### config.mk
export PLATFORM = sky130hd
export DESIGN_NAME = bresenham_line_pixel_writer_flat
export DESIGN_NICKNAME = d
export VERILOG_FILES = /design/src/hw/rtl/blpw_pkg.sv /design/src/hw/rtl/blpw_if.sv /design/src/hw/rtl/bresenham_line_pixel_writer.sv /design/src/hw/rtl/blpw_cfg_regs.sv /design/src/hw/rtl/blpw_step.sv /design/src/flat_wrapper.sv
export SDC_FILE = /design/constraint.sdc
export NUM_CORES = 1
export LEC_CHECK = 0
export ABC_CLOCK_PERIOD_IN_PS = 10000
export BUFFER_PORTS_ARGS = -buffer_cell sky130_fd_sc_hd__buf_2
export CAP_MARGIN = 20
export CORE_UTILIZATION = 30
export CTS_BUF_LIST = sky130_fd_sc_hd__clkbuf_2 sky130_fd_sc_hd__clkbuf_4 sky130_fd_sc_hd__clkbuf_8
export CTS_CLUSTER_DIAMETER = 200
export DETAILED_ROUTE_END_ITERATION = 12
export PLACE_DENSITY = 0.51
export SYNTH_ARGS = -nofsm -noshare
export SYNTH_HDL_FRONTEND = slang
export SYNTH_SLANG_ARGS = --single-unit
### constraint.sdc
create_clock -name clk -period 10 [get_ports clk]
set_clock_uncertainty 0.2 [all_clocks]
set_input_delay 1 -clock clk [delete_from_list [all_inputs] [get_ports clk]]
set_output_delay 1 -clock clk [all_outputs]
set_load 0.05 [all_outputs]
### src/hw/rtl/blpw_pkg.sv
// Shared types and constants for the Bresenham line pixel writer.
package blpw_pkg;

  localparam int COORD_BITS_DEF = 12;
  localparam int ADDR_BITS_DEF  = 27;
  localparam int PITCH_BITS     = 15;
  localparam int FORMAT_BITS    = 2;
  localparam int DATA_BITS      = 32;
  localparam int CFG_IDX_BITS   = 1;
  localparam int CFG_DATA_BITS  = PITCH_BITS;

  typedef enum logic [FORMAT_BITS-1:0] {
    FMT_BGRA   = 2'd0,
    FMT_RGBA   = 2'd1,
    FMT_RGB565 = 2'd2,
    FMT_NONE   = 2'd3
  } fmt_t;

  typedef enum logic {
    OP_START   = 1'b0,
    OP_ADVANCE = 1'b1
  } opcode_t;

  typedef enum logic [CFG_IDX_BITS-1:0] {
    CFG_PIXEL_FORMAT = 1'd0,
    CFG_ROW_PITCH    = 1'd1
  } cfg_idx_t;

  typedef struct packed {
    fmt_t                  pixel_format;
    logic [PITCH_BITS-1:0] row_pitch_bytes;
  } cfg_t;

endpackage

### src/hw/rtl/blpw_if.sv
// Valid/ready channel interfaces for line commands and pixel writes.
interface blpw_in_if import blpw_pkg::*; #(
  parameter int COORD_BITS = COORD_BITS_DEF
);
  logic                  valid;
  logic                  ready;
  logic                  opcode;
  logic [COORD_BITS-1:0] x_start;
  logic [COORD_BITS-1:0] y_start;
  logic [COORD_BITS-1:0] x_end;
  logic [COORD_BITS-1:0] y_end;
  logic [7:0]            red;
  logic [7:0]            green;
  logic [7:0]            blue;

  modport source (output valid, opcode, x_start, y_start, x_end, y_end, red, green, blue,
                  input ready);
  modport sink (input valid, opcode, x_start, y_start, x_end, y_end, red, green, blue,
                output ready);
endinterface

interface blpw_out_if import blpw_pkg::*; #(
  parameter int COORD_BITS = COORD_BITS_DEF,
  parameter int ADDR_BITS  = ADDR_BITS_DEF
);
  logic                  valid;
  logic                  ready;
  logic [COORD_BITS-1:0] pixel_x;
  logic [COORD_BITS-1:0] pixel_y;
  logic [ADDR_BITS-1:0]  write_address;
  logic [DATA_BITS-1:0]  pixel_data;
  logic                  last;

  modport source (output valid, pixel_x, pixel_y, write_address, pixel_data, last,
                  input ready);
  modport sink (input valid, pixel_x, pixel_y, write_address, pixel_data, last,
                output ready);
endinterface

### src/hw/rtl/bresenham_line_pixel_writer.sv
// Top level of the Bresenham line pixel writer.
// A command is registered in the command register and its result in the pixel register.
// Throughput: one command per cycle while the pixel output is not stalled, set by the
// combinational step logic between the command register and the pixel register.
// Reset: synchronous, active low; the writer is idle and the format reads as none.
module bresenham_line_pixel_writer import blpw_pkg::*; #(
  parameter int COORD_BITS = COORD_BITS_DEF,
  parameter int ADDR_BITS  = ADDR_BITS_DEF
) (
  input  logic                     clk,
  input  logic                     rst_n,
  blpw_in_if.sink                  in_chan,
  blpw_out_if.source               out_chan,
  input  logic                     cfg_we,
  input  logic [CFG_IDX_BITS-1:0]  cfg_index,
  input  logic [CFG_DATA_BITS-1:0] cfg_wdata
);

  cfg_t cfg;

  logic                  s1_valid_r;
  logic                  s1_op_r;
  logic [COORD_BITS-1:0] s1_xs_r, s1_ys_r, s1_xe_r, s1_ye_r;
  logic [7:0]            s1_r_r, s1_g_r, s1_b_r;

  logic                  out_valid_r;
  logic [COORD_BITS-1:0] out_x_r, out_y_r;
  logic [ADDR_BITS-1:0]  out_addr_r;
  logic [DATA_BITS-1:0]  out_data_r;
  logic                  out_last_r;

  logic                  in_xfer, out_free, item_take, res_valid;
  logic [COORD_BITS-1:0] res_x, res_y;
  logic [ADDR_BITS-1:0]  res_addr;
  logic [DATA_BITS-1:0]  res_data;
  logic                  res_last;

  blpw_cfg_regs u_cfg (
    .clk       (clk),
    .rst_n     (rst_n),
    .cfg_we    (cfg_we),
    .cfg_index (cfg_index),
    .cfg_wdata (cfg_wdata),
    .cfg       (cfg)
  );

  blpw_step #(
    .COORD_BITS (COORD_BITS),
    .ADDR_BITS  (ADDR_BITS)
  ) u_step (
    .clk           (clk),
    .rst_n         (rst_n),
    .cfg           (cfg),
    .item_valid    (s1_valid_r),
    .opcode        (s1_op_r),
    .x_start       (s1_xs_r),
    .y_start       (s1_ys_r),
    .x_end         (s1_xe_r),
    .y_end         (s1_ye_r),
    .red           (s1_r_r),
    .green         (s1_g_r),
    .blue          (s1_b_r),
    .out_free      (out_free),
    .item_take     (item_take),
    .res_valid     (res_valid),
    .pixel_x       (res_x),
    .pixel_y       (res_y),
    .write_address (res_addr),
    .pixel_data    (res_data),
    .last          (res_last)
  );

  assign out_free      = !out_valid_r || out_chan.ready;
  assign in_chan.ready = !s1_valid_r || item_take;
  assign in_xfer       = in_chan.valid && in_chan.ready;

  always_ff @(posedge clk) begin
    if (!rst_n) begin
      s1_valid_r  <= 1'b0;
      out_valid_r <= 1'b0;
    end else begin
      if (in_xfer) begin
        s1_valid_r <= 1'b1;
      end else if (item_take) begin
        s1_valid_r <= 1'b0;
      end
      if (res_valid) begin
        out_valid_r <= 1'b1;
      end else if (out_chan.ready) begin
        out_valid_r <= 1'b0;
      end
    end
  end

  always_ff @(posedge clk) begin
    if (in_xfer) begin
      s1_op_r <= in_chan.opcode;
      s1_xs_r <= in_chan.x_start;
      s1_ys_r <= in_chan.y_start;
      s1_xe_r <= in_chan.x_end;
      s1_ye_r <= in_chan.y_end;
      s1_r_r  <= in_chan.red;
      s1_g_r  <= in_chan.green;
      s1_b_r  <= in_chan.blue;
    end
    if (res_valid) begin
      out_x_r    <= res_x;
      out_y_r    <= res_y;
      out_addr_r <= res_addr;
      out_data_r <= res_data;
      out_last_r <= res_last;
    end
  end

  assign out_chan.valid         = out_valid_r;
  assign out_chan.pixel_x       = out_x_r;
  assign out_chan.pixel_y       = out_y_r;
  assign out_chan.write_address = out_addr_r;
  assign out_chan.pixel_data    = out_data_r;
  assign out_chan.last          = out_last_r;

endmodule

### src/hw/rtl/blpw_cfg_regs.sv
// Configuration registers: pixel format and row pitch.
module blpw_cfg_regs import blpw_pkg::*; (
  input  logic                     clk,
  input  logic                     rst_n,
  input  logic                     cfg_we,
  input  logic [CFG_IDX_BITS-1:0]  cfg_index,
  input  logic [CFG_DATA_BITS-1:0] cfg_wdata,
  output cfg_t                     cfg
);

  fmt_t                  format_r;
  logic [PITCH_BITS-1:0] pitch_r;

  always_ff @(posedge clk) begin
    if (!rst_n) begin
      format_r <= FMT_NONE;
      pitch_r  <= '0;
    end else if (cfg_we) begin
      case (cfg_idx_t'(cfg_index))
        CFG_PIXEL_FORMAT: format_r <= fmt_t'(cfg_wdata[FORMAT_BITS-1:0]);
        CFG_ROW_PITCH:    pitch_r  <= cfg_wdata[PITCH_BITS-1:0];
        default: ;
      endcase
    end
  end

  assign cfg.pixel_format    = format_r;
  assign cfg.row_pitch_bytes = pitch_r;

endmodule

### src/hw/rtl/blpw_step.sv
// Line state and the combinational start and Bresenham step logic.
module blpw_step import blpw_pkg::*; #(
  parameter int COORD_BITS = COORD_BITS_DEF,
  parameter int ADDR_BITS  = ADDR_BITS_DEF
) (
  input  logic                  clk,
  input  logic                  rst_n,
  input  cfg_t                  cfg,
  input  logic                  item_valid,
  input  logic                  opcode,
  input  logic [COORD_BITS-1:0] x_start,
  input  logic [COORD_BITS-1:0] y_start,
  input  logic [COORD_BITS-1:0] x_end,
  input  logic [COORD_BITS-1:0] y_end,
  input  logic [7:0]            red,
  input  logic [7:0]            green,
  input  logic [7:0]            blue,
  input  logic                  out_free,
  output logic                  item_take,
  output logic                  res_valid,
  output logic [COORD_BITS-1:0] pixel_x,
  output logic [COORD_BITS-1:0] pixel_y,
  output logic [ADDR_BITS-1:0]  write_address,
  output logic [DATA_BITS-1:0]  pixel_data,
  output logic                  last
);

  localparam int ERR_W  = COORD_BITS + 2;
  localparam int PROD_W = COORD_BITS + PITCH_BITS;
  localparam int SUM_W  = PROD_W + 1;

  logic                    active_r;
  logic [COORD_BITS-1:0]   cur_x_r, cur_y_r, end_x_r, end_y_r, dx_r, dy_r;
  logic                    neg_x_r, neg_y_r;
  logic signed [ERR_W-1:0] err_r;
  logic [ADDR_BITS-1:0]    addr_r;
  logic [DATA_BITS-1:0]    color_r;

  logic                    is_start, fmt_none, fmt_565, produce, upd;
  logic                    x_lt, y_lt;
  logic [COORD_BITS-1:0]   dx_s, dy_s;
  logic signed [ERR_W-1:0] err_s, dx_e, dy_e, e2, err_a;
  logic [DATA_BITS-1:0]    color_s;
  logic [PROD_W-1:0]       prod;
  logic [SUM_W-1:0]        addr_sum;
  logic                    step_x, step_y;
  logic [COORD_BITS-1:0]   x_a, y_a;
  logic [ADDR_BITS-1:0]    offx, offy, addr_x, addr_a;

  logic [COORD_BITS-1:0]   x_nxt, y_nxt;
  logic [ADDR_BITS-1:0]    addr_nxt;
  logic [DATA_BITS-1:0]    color_nxt;
  logic                    last_nxt;

  assign is_start  = (opcode == OP_START);
  assign fmt_none  = (cfg.pixel_format == FMT_NONE);
  assign fmt_565   = (cfg.pixel_format == FMT_RGB565);
  assign produce   = !fmt_none && (is_start || active_r);
  assign item_take = item_valid && (!produce || out_free);
  assign upd       = item_take && produce;

  // Start: deltas, directions, initial error, colour and first address.
  always_comb begin
    x_lt  = (x_start < x_end);
    y_lt  = (y_start < y_end);
    dx_s  = x_lt ? (x_end - x_start) : (x_start - x_end);
    dy_s  = y_lt ? (y_end - y_start) : (y_start - y_end);
    err_s = (dx_s > dy_s) ? ERR_W'(dx_s >> 1) : -ERR_W'(dy_s >> 1);
    case (cfg.pixel_format)
      FMT_BGRA:   color_s = {8'h00, red, green, blue};
      FMT_RGBA:   color_s = {8'h00, blue, green, red};
      FMT_RGB565: color_s = {16'h0000, red[7:3], green[7:2], blue[7:3]};
      default:    color_s = '0;
    endcase
    prod = PROD_W'(y_start) * PROD_W'(cfg.row_pitch_bytes);
    if (fmt_565) begin
      addr_sum = SUM_W'({x_start, 1'b0}) + SUM_W'(prod);
    end else begin
      addr_sum = SUM_W'(x_start) + SUM_W'(prod >> 2);
    end
  end

  // Advance: one Bresenham step with the matching address offsets.
  always_comb begin
    dx_e   = ERR_W'(dx_r);
    dy_e   = ERR_W'(dy_r);
    e2     = err_r;
    step_x = (e2 > -dx_e);
    step_y = (e2 < dy_e);
    err_a  = e2 - (step_x ? dy_e : '0) + (step_y ? dx_e : '0);
    x_a    = step_x ? (neg_x_r ? cur_x_r - COORD_BITS'(1) : cur_x_r + COORD_BITS'(1)) : cur_x_r;
    y_a    = step_y ? (neg_y_r ? cur_y_r - COORD_BITS'(1) : cur_y_r + COORD_BITS'(1)) : cur_y_r;
    offx   = fmt_565 ? ADDR_BITS'(2) : ADDR_BITS'(1);
    offy   = fmt_565 ? ADDR_BITS'(cfg.row_pitch_bytes)
                     : ADDR_BITS'(cfg.row_pitch_bytes >> 2);
    addr_x = step_x ? (neg_x_r ? addr_r - offx : addr_r + offx) : addr_r;
    addr_a = step_y ? (neg_y_r ? addr_x - offy : addr_x + offy) : addr_x;
  end

  always_comb begin
    if (is_start) begin
      x_nxt     = x_start;
      y_nxt     = y_start;
      addr_nxt  = ADDR_BITS'(addr_sum);
      color_nxt = color_s;
      last_nxt  = (x_start == x_end) && (y_start == y_end);
    end else begin
      x_nxt     = x_a;
      y_nxt     = y_a;
      addr_nxt  = addr_a;
      color_nxt = color_r;
      last_nxt  = (x_a == end_x_r) && (y_a == end_y_r);
    end
  end

  always_ff @(posedge clk) begin
    if (!rst_n) begin
      active_r <= 1'b0;
    end else if (upd) begin
      active_r <= !last_nxt;
    end else if (item_take && is_start) begin
      active_r <= 1'b0;
    end
  end

  always_ff @(posedge clk) begin
    if (upd) begin
      cur_x_r <= x_nxt;
      cur_y_r <= y_nxt;
      addr_r  <= addr_nxt;
      color_r <= color_nxt;
      if (is_start) begin
        end_x_r <= x_end;
        end_y_r <= y_end;
        dx_r    <= dx_s;
        dy_r    <= dy_s;
        neg_x_r <= !x_lt;
        neg_y_r <= !y_lt;
        err_r   <= err_s;
      end else begin
        err_r   <= err_a;
      end
    end
  end

  assign res_valid     = upd;
  assign pixel_x       = x_nxt;
  assign pixel_y       = y_nxt;
  assign write_address = addr_nxt;
  assign pixel_data    = color_nxt;
  assign last          = last_nxt;

endmodule

### src/flat_wrapper.sv
// flat-port wrapper written by rule: the top's interface ports become plain ports
module bresenham_line_pixel_writer_flat import blpw_pkg::*;
#(
  parameter int COORD_BITS = COORD_BITS_DEF,
  parameter int ADDR_BITS  = ADDR_BITS_DEF
)
  (clk, rst_n, cfg_we, cfg_index, cfg_wdata, in_chan_valid, in_chan_opcode, in_chan_x_start, in_chan_y_start, in_chan_x_end, in_chan_y_end, in_chan_red, in_chan_green, in_chan_blue, in_chan_ready, out_chan_valid, out_chan_pixel_x, out_chan_pixel_y, out_chan_write_address, out_chan_pixel_data, out_chan_last, out_chan_ready);
  blpw_in_if #(.COORD_BITS(COORD_BITS)) in_chan_i ();
  blpw_out_if #(.COORD_BITS(COORD_BITS), .ADDR_BITS(ADDR_BITS)) out_chan_i ();
  input  logic clk;
  input  logic rst_n;
  input  logic cfg_we;
  input  logic [CFG_IDX_BITS-1:0] cfg_index;
  input  logic [CFG_DATA_BITS-1:0] cfg_wdata;
  input wire logic [$bits(in_chan_i.valid)-1:0] in_chan_valid;
  input wire logic [$bits(in_chan_i.opcode)-1:0] in_chan_opcode;
  input wire logic [$bits(in_chan_i.x_start)-1:0] in_chan_x_start;
  input wire logic [$bits(in_chan_i.y_start)-1:0] in_chan_y_start;
  input wire logic [$bits(in_chan_i.x_end)-1:0] in_chan_x_end;
  input wire logic [$bits(in_chan_i.y_end)-1:0] in_chan_y_end;
  input wire logic [$bits(in_chan_i.red)-1:0] in_chan_red;
  input wire logic [$bits(in_chan_i.green)-1:0] in_chan_green;
  input wire logic [$bits(in_chan_i.blue)-1:0] in_chan_blue;
  output wire logic [$bits(in_chan_i.ready)-1:0] in_chan_ready;
  output wire logic [$bits(out_chan_i.valid)-1:0] out_chan_valid;
  output wire logic [$bits(out_chan_i.pixel_x)-1:0] out_chan_pixel_x;
  output wire logic [$bits(out_chan_i.pixel_y)-1:0] out_chan_pixel_y;
  output wire logic [$bits(out_chan_i.write_address)-1:0] out_chan_write_address;
  output wire logic [$bits(out_chan_i.pixel_data)-1:0] out_chan_pixel_data;
  output wire logic [$bits(out_chan_i.last)-1:0] out_chan_last;
  input wire logic [$bits(out_chan_i.ready)-1:0] out_chan_ready;
  assign in_chan_i.valid = in_chan_valid;
  assign in_chan_i.opcode = in_chan_opcode;
  assign in_chan_i.x_start = in_chan_x_start;
  assign in_chan_i.y_start = in_chan_y_start;
  assign in_chan_i.x_end = in_chan_x_end;
  assign in_chan_i.y_end = in_chan_y_end;
  assign in_chan_i.red = in_chan_red;
  assign in_chan_i.green = in_chan_green;
  assign in_chan_i.blue = in_chan_blue;
  assign in_chan_ready = in_chan_i.ready;
  assign out_chan_valid = out_chan_i.valid;
  assign out_chan_pixel_x = out_chan_i.pixel_x;
  assign out_chan_pixel_y = out_chan_i.pixel_y;
  assign out_chan_write_address = out_chan_i.write_address;
  assign out_chan_pixel_data = out_chan_i.pixel_data;
  assign out_chan_last = out_chan_i.last;
  assign out_chan_i.ready = out_chan_ready;
  bresenham_line_pixel_writer #(.COORD_BITS(COORD_BITS), .ADDR_BITS(ADDR_BITS)) u_core (.clk(clk), .rst_n(rst_n), .in_chan(in_chan_i), .out_chan(out_chan_i), .cfg_we(cfg_we), .cfg_index(cfg_index), .cfg_wdata(cfg_wdata));
endmodule
==> summary.md <==
| Metric | Value |
|---|---|
| Outcome | `finished clean` |
| CTS Sinks | `between 200 and 250` |
| # nets final | `between 3000 and 4000` |
| CTS Root Cell | `clkbuf_8` |
| CTS tree | `yes` |
| Final setup margin | `2.19 ns` |
| Worst setup EP type | `flop` |
| Detailed route wirelength on metal2 | `approximately 36000 um` |
| Max layer used | `met5` |
| Worst-path maximum fanout | `18` |
| Die H | `approximately 300 um` |
| Synth unique cells | `slightly above 90` |
| CTS buffer count | `48` |
| Worst-Margin Slew | `1.21 ns` |
| Core area | `about 88000 um^2` |
| Min Tclk post-route | `between 7 and 8 ns` |
| Max cap viols | `0` |
| Max_slew headroom | `0.185` |
| Asr flop ratio synth | `0` |
| Total vias in the final route | `between 20000 and 25000` |
| Leak | `13.2 nW` |
| HPWL Detailed | `between 60000 and 70000 um` |
| Post-CTS sizing | `0` |
| Worst Path Class, Setup | `flop to flop` |
| Top post-synthesis cells by area | `edfxtp_1 24%, ha_1 12%, fa_1 11%, inv_1 5.0%, nand2_1 5.0%` |
| Share of cells above drive strength 1 | `0.103` |
| Synth-to-Final Area Change | `11.4%` |
| Number of global-route vias before repair | `around 22000` |
| Leading area contributor after synthesis | `edfxtp_1` |
| Cts hold-fix bufs | `0` |
| Final wirelength | `~84000 um` |
| Total die area | `90500 um^2` |
| Clk pin slew, worst setup/hold paths | `roughly 0.06 ns` |
| DRT Pass-1 Iters | `5` |
| Via/cell ratio | `between 5 and 6` |
| Clock insertion delay at the later pin of the skew report | `roughly 0.66 ns` |
| Final Hold Viols | `0` |
| Synthesized cell area | `around 27000 um^2` |
| Std cell rows | `approximately 110` |
| GR Util All Layers | `0.185` |
| GRT Residual Overflow | `0` |
| Initial antenna violation count | `25` |
| Commonest cells in the netlist | `360 x inv_1, 360 x nand2_1, 262 x ha_1` |
| Setup bufs post-CTS | `0` |
| DRC violations left | `0` |
| Synth warn | `0` |
| Chip Width | `between 300 and 400 um` |
| FILL cells | `between 9000 and 10000` |
| WL/cell | `~19 um` |
| Final worst path period share | `0.781` |
| # setup viols final | `0` |
| Setup TNS Final | `0 ns` |
| Met3 WL | `between 5000 and 6000 um` |
| Post-Syn Instances | `a little over 3000` |
| I/O pins | `180` |
| WP data arrival | `8.00 ns` |
| Maximum number of pins on one net before global-route repair | `63` |
| Post-synth top area share | `0.239` |
| Initial DRC Count | `around 1600` |
| Port bufs | `roughly 170` |
| Critical path startpoint category | `flop` |
| #FFs+latches synth | `between 200 and 250` |
| Worst Hold Class | `flop to flop` |
| Synth Flop Type | `edfxtp_1` |
| First-pass GRT wire length | `roughly 130000 um` |
| Initial Utilization | `0.303` |
| Metal-1 WL | `39700 um` |
| Max Fclk | `approximately 0.13 GHz` |
| Routability Congestion | `between 0.8 and 0.9` |
| Pre-CTS WS | `about 2.2 ns` |
| Worst vdd ir | `about 0.000092 V` |
| PD cells | `roughly 130 nW/um^2` |
| DRT antenna net count | `0` |
| RSZ-0062 raised after global routing | `false` |
| Maximum clock insertion buffer count | `3` |
| Data required time of the worst path | `slightly above 10 ns` |
| Number of enable flip-flop cells after synthesis | `around 210` |
| Sequential share of the synthesized area | `0.254` |
| Slew Limit Fails | `0` |
| Mapped Avg Cell Area | `8.67 um^2` |
| Htree depth | `2` |
-- cells in the final DEF, fill, tap and decap left out, types with 17 or more instances in the layout --
| master | instances |
|---|---|
| buf_4 | 31 |
| a31oi_1 | 24 |
| and2_1 | 78 |
| nand4_1 | 25 |
| fa_1 | 152 |
| a21boi_0 | 29 |
| clkbuf_8 | 51 |
| mux2i_1 | 43 |
| a211oi_1 | 45 |
| or3_1 | 31 |
| o211ai_1 | 30 |
| mux2_2 | 17 |
| nor2_1 | 207 |
| nand2_1 | 360 |
| o21ai_0 | 142 |
| xnor2_1 | 105 |
| xor2_1 | 75 |
| buf_2 | 171 |
| nand3_1 | 57 |
| and3_1 | 25 |
| nor3_1 | 74 |
| dfxtp_1 | 20 |
| ha_1 | 262 |
| a21oi_1 | 171 |
| nor4_1 | 17 |
| o21a_1 | 33 |
| edfxtp_1 | 213 |
| a21o_1 | 51 |
| nor2b_1 | 41 |
| nand2b_1 | 31 |
| inv_1 | 360 |
| clkbuf_4 | 17 |
-- sequential cells by signal (all words and copies together) (netlist names), 12 cells and up --
signal	cells
u_core.u_step.dy_r	12
u_core.out_chan.pixel_data	24
u_core.s1_xs_r	12
u_core.out_chan.write_address	27
u_core.u_step.e2	14
u_core.u_step.dx_r	12
u_core.out_chan.pixel_x	12
u_core.out_chan.pixel_y	12
u_core.u_step.end_y_r	12
u_core.u_step.end_x_r	12
u_core.s1_ys_r	12
u_core.u_cfg.pitch_r	15
u_core.s1_ye_r	12
u_core.s1_xe_r	12
-- logic make-up after synthesis --
logic type / count (synthesis) / synth area share
adder cells (fa/ha/maj): 414 / 0.236
AND/OR/NAND/NOR: 1004 / 0.179
AO/OA/AOI/OAI: 693 / 0.171
flip-flops: 233 / 0.254
other: 1 / 0.000140
buffers and inverters: 496 / 0.0709
XOR/XNOR: 188 / 0.0653
multiplexers: 60 / 0.0232
-- through the flow --
step                      cell area (um^2)   util  hold WS (ns)  power (mW)  instances
after floorplan                      26800      -         0.225        2.38       3096
after global placement               28900  0.326         0.244        2.78       4330
after detailed placement             28900  0.326         0.247        2.78       4330
after CTS                            29800  0.337         0.241        3.88       4419
after global routing                 29800  0.338         0.255        4.10       4422
final                                29800  0.338         0.256        3.83       4425
-- where the power goes --
group | switching [mW] | internal [mW]
Clock | 0.475 | 0.585
Combinational | 0.965 | 0.620
Sequential | 0.0563 | 1.13
-- path summary, 6_finish.rpt --
kind,endpoint,slack (ns),cells after the start,startpoint
min,u_core.u_step.active_r,0.26,2,u_core.u_step.active_r
min reg2reg,u_core.u_step.active_r,0.26,2,u_core.u_step.active_r
max reg2reg,u_core.out_chan.write_address[25],2.19,23,u_core.s1_ys_r[3]
max,u_core.out_chan.write_address[25],2.19,23,u_core.s1_ys_r[3]
-- worst max-delay path, cell delays in order (launching register included) --
cell and delay [ns]:
edfxtp_1 0.91, nand2_1 0.16, fa_1 0.55, fa_1 0.44, fa_1 0.50, inv_1 0.06, fa_1 0.53, inv_1 0.05
fa_1 0.52, inv_1 0.04, ha_1 0.31, o21ai_0 0.12, nor2_1 0.29, a21oi_1 0.15, xnor2_1 0.33, ha_1 0.36
and3_1 0.17, a21oi_1 0.10, o21ai_0 0.17, o221ai_1 0.56, nor3_1 0.20, and3b_1 0.25, o21ai_0 0.41, a32oi_1 0.17
-- area by class of cell --
| type | count | area (um^2) | area share |
|---|---|---|---|
| clock inverters | 21 | 146 | 0.00491 |
| multi-input cells | 2367 | 18100 | 0.608 |
| flip-flops and latches | 233 | 6800 | 0.228 |
| diodes | 6 | 15.0 | 0.000503 |
| repair buffers | 202 | 1090 | 0.0365 |
| well taps | 1165 | 1460 | 0.0488 |
| inverters | 363 | 1360 | 0.0457 |
| clock buffers | 68 | 830 | 0.0278 |
-- per-layer routing --
| metal | GRT usage | vias up |
|---|---|---|
| met3 | 0.0449 | 148 |
| met2 | 0.284 | 603 |
| met1 | 0.256 | 10796 |
| met5 | 0 | - |
| li1 | - | 11049 |
| met4 | 0.0538 | 34 |
(Power assumes the default switching activity.)
